[src/hdl/rtu_ram.sv]
// generic single write port, single read port ram with registered read
module rtu_ram #(
  parameter int WIDTH = 8,
  parameter int DEPTH = 64
) (
  input  logic                     clk,
  input  logic                     we,
  input  logic [$clog2(DEPTH)-1:0] waddr,
  input  logic [WIDTH-1:0]         wdata,
  input  logic                     re,
  input  logic [$clog2(DEPTH)-1:0] raddr,
  output logic [WIDTH-1:0]         rdata
);

  logic [WIDTH-1:0] mem [DEPTH];

  // write port
  always_ff @(posedge clk) begin
    if (we) begin
      mem[waddr] <= wdata;
    end
  end

  // registered read, data holds while re is low
  always_ff @(posedge clk) begin
    if (re) begin
      rdata <= mem[raddr];
    end
  end

endmodule

[config.mk]
export PLATFORM = sky130hd
export DESIGN_NAME = rtu_ram
export DESIGN_NICKNAME = d
export VERILOG_FILES = /design/src/hdl/rtu_ram.sv
export SDC_FILE = /design/constraint.sdc
export NUM_CORES = 1
export LEC_CHECK = 0
export ABC_AREA = 1
export ABC_CLOCK_PERIOD_IN_PS = 2710
export CAP_MARGIN = 20
export CORE_ASPECT_RATIO = 0.9
export CORE_UTILIZATION = 45
export DETAILED_ROUTE_END_ITERATION = 7
export DONT_BUFFER_PORTS = 1
export GPL_ROUTABILITY_DRIVEN = 0
export PLACE_DENSITY = 0.6
export SYNTH_ARGS = -nofsm -noshare
export SYNTH_HDL_FRONTEND = slang
export SYNTH_SLANG_ARGS = --single-unit
[constraint.sdc]
create_clock -name clk -period 2.71 [get_ports clk]
set_input_delay 0.4065 -clock clk [delete_from_list [all_inputs] [get_ports clk]]
set_output_delay 0.4065 -clock clk [all_outputs]
set_load 0.01 [all_outputs]
==> reports/qor.csv <==
metric,value,unit
outcome,"complete, no violations",
path_clk_slew,0.06,ns
numClockSinks,520,
cts_buffer_depth,3,
root_buffer,clkbuf_16,
antenna_found_initial,1,
drive_above_1_share,0.0896,
min_to,rdata[2],
fmax,514,MHz
route.antenna.remaining_nets,0,
fin_crit,1.95,ns
register_area,15600,um2
timing.final.max_slew_violations,0,
fin_crit_sh,0.718,
max-vdd-ir-drop,0.572,mV
timing.rr.start,mem[18][7],
totalWireLength,55200,um
rows,75,
num-fill-cells,3971,
hold_violations,0,
worst_ep_required_time,2.94,ns
syn_nets,1828,
crit_type,in2reg,
finalNetCount,1858,
setup-tns-final,0,ns
regToRegSetupSlack,1.07,ns
synth-edff-count,520,
clock_latency,0.62,ns
synth_top_area_share,0.729,
fp.dieH,209,um
grt_max_degree,258,
cts_buffers,53,
synth.most_common_cell,nand2_1,
hp-start,raddr[5],
syn_inst,1805,
synth-main-ff-cell,edfxtp_1,
first_iter_violations,1679,
p_leak,8.65,nW
cts_tree,yes,
r2r-end,rdata[7],
r2r_cells,8,
setup_viol,0,
rsz0062_at_grt,false,
ctsResizeCount,0,
drc,0,
yosys_register_bits,520,
port_buffers,0,
first_global_vias,13300,
core-area,46800,um2
synth_top_cell_by_area,edfxtp_1,
grt_pass1_wl,83100,um
syn_area_per_cell,11.9,um2
skew,0.0254,ns
worst_pin_slew,0.933,ns
io_pins,31,
synthTopCellsByArea,"edfxtp_1, nand2_1, nand3_1",
start_util,0.457,
cp-end-kind,flop,
finish.utilization,0.513,
yosysSeqAreaShare,0.729,
max_cap_viol_count,0,
first_pass_iters,5,
vias_per_cell,5.54,
crit_arrival,2.18,ns
relSlewSlack,0.376,
start_kind,input pin,
track_usage,0.232,
ys_types,15,
holdCritPathClass,in2reg,
wire_per_inst,22.1,um
die_w,232,um
syn_area,21400,um2
ctsHtreeMaxLevel,2,
dieArea,48500,um2
area_delta_synth_final,12.1,%
synth_common_cells,"nand2_1, edfxtp_1, nand3_1",
grt_overflow,0,
whs_path_depth,2,
dpl.hpwl,30300,um
synth_warnings,0,
synth-async-reset-ratio,0,
critPathMaxFanout,9,
num_vias,13800,
p_per_area,714,nW/um2
multi_input_area,4950,um2
[critical path, cell delays in order]
cell	delay (ns)
inv_1	0.17
nand4_1	0.69
nor2_1	0.90
[flip-flops by register name (all words and copies together) (netlist names)]
name	cells
mem	512
rdata	8
[area by class of cell]
cell class | instances | area share
diodes | 2 | 0.000208
multi-input cells | 1160 | 0.206
repair buffers | 88 | 0.0375
inverters | 12 | 0.00219
flip-flops and latches | 520 | 0.651
clock buffers | 58 | 0.0560
clock inverters | 38 | 0.0154
well taps | 616 | 0.0321
[report_power, final]
part	total, mW	internal [mW]	switching [mW]
logic	0.885	0.260	0.625
clock network	7.30	4.23	3.07
registers	8.96	8.92	0.0374
total	17.1	13.4	3.73
[how the worst max path moves through the flow]
| stage | depth (start not counted) | to | startpoint | slack (ns) |
|---|---|---|---|---|
| floorplan | 3 | mem[48][0] | we | 0.54 |
| global placement | 3 | mem[45][7] | waddr[1] | 0.26 |
| detailed placement | 3 | mem[45][1] | waddr[1] | 0.21 |
| CTS | 3 | mem[45][3] | waddr[1] | 0.86 |
| global route | 3 | mem[45][3] | waddr[1] | 0.76 |
| finish | 3 | mem[45][3] | waddr[1] | 0.76 |
[metrics by stage]
step | total power, mW | instances | instance area [um2] | setup WS (ns) | hold slack (ns)
2_1_floorplan | 9.74 | 1805 | 21400 | 0.537 | 0.505
3_3_place_gp | 9.82 | 2386 | 22000 | 0.260 | 0.509
3_5_place_dp | 9.82 | 2386 | 22000 | 0.215 | 0.510
4_1_cts | 17.2 | 2492 | 24000 | 0.860 | 0.00609
5_1_grt | 17.6 | 2492 | 24000 | 0.765 | 0.0211
6_report | 17.1 | 2494 | 24000 | 0.763 | 0.0419
[layout by cell type (no fill, tap or decap)]
cell type	n
buf_12	6
buf_16	8
buf_4	72
bufinv_16	7
clkbuf_1	5
clkbuf_16	53
clkinv_1	12
clkinv_2	13
clkinv_4	1
clkinvlp_4	3
diode_2	2
dlygate4sd3_1	2
edfxtp_1	520
inv_1	9
inv_2	1
inv_4	1
inv_6	3
nand2_1	648
nand3_1	439
nand4_1	9
nor2_1	56
nor4_1	8
[what timing repair did]
action                    in CTS  in global routing
hold endpoints to repair     522                  0
buffers inserted               0                  0
hold buffers                  10                  0
[per-layer routing]
layer	track usage	share of wire	vias to the layer above
met3	0.0476	0.081	108
met2	0.346	0.45	560
met1	0.335	0.43	6732
met4	0.0853	0.035	0
met5	0	0	-
li1	-	-	6423
[cell families after synthesis]
| family | synth area share |
|---|---|
| flip-flops | 0.729 |
| AND/OR/NAND/NOR | 0.231 |
| buffers and inverters | 0.0401 |
No activity file was read; power rests on OpenSTA's default activity.
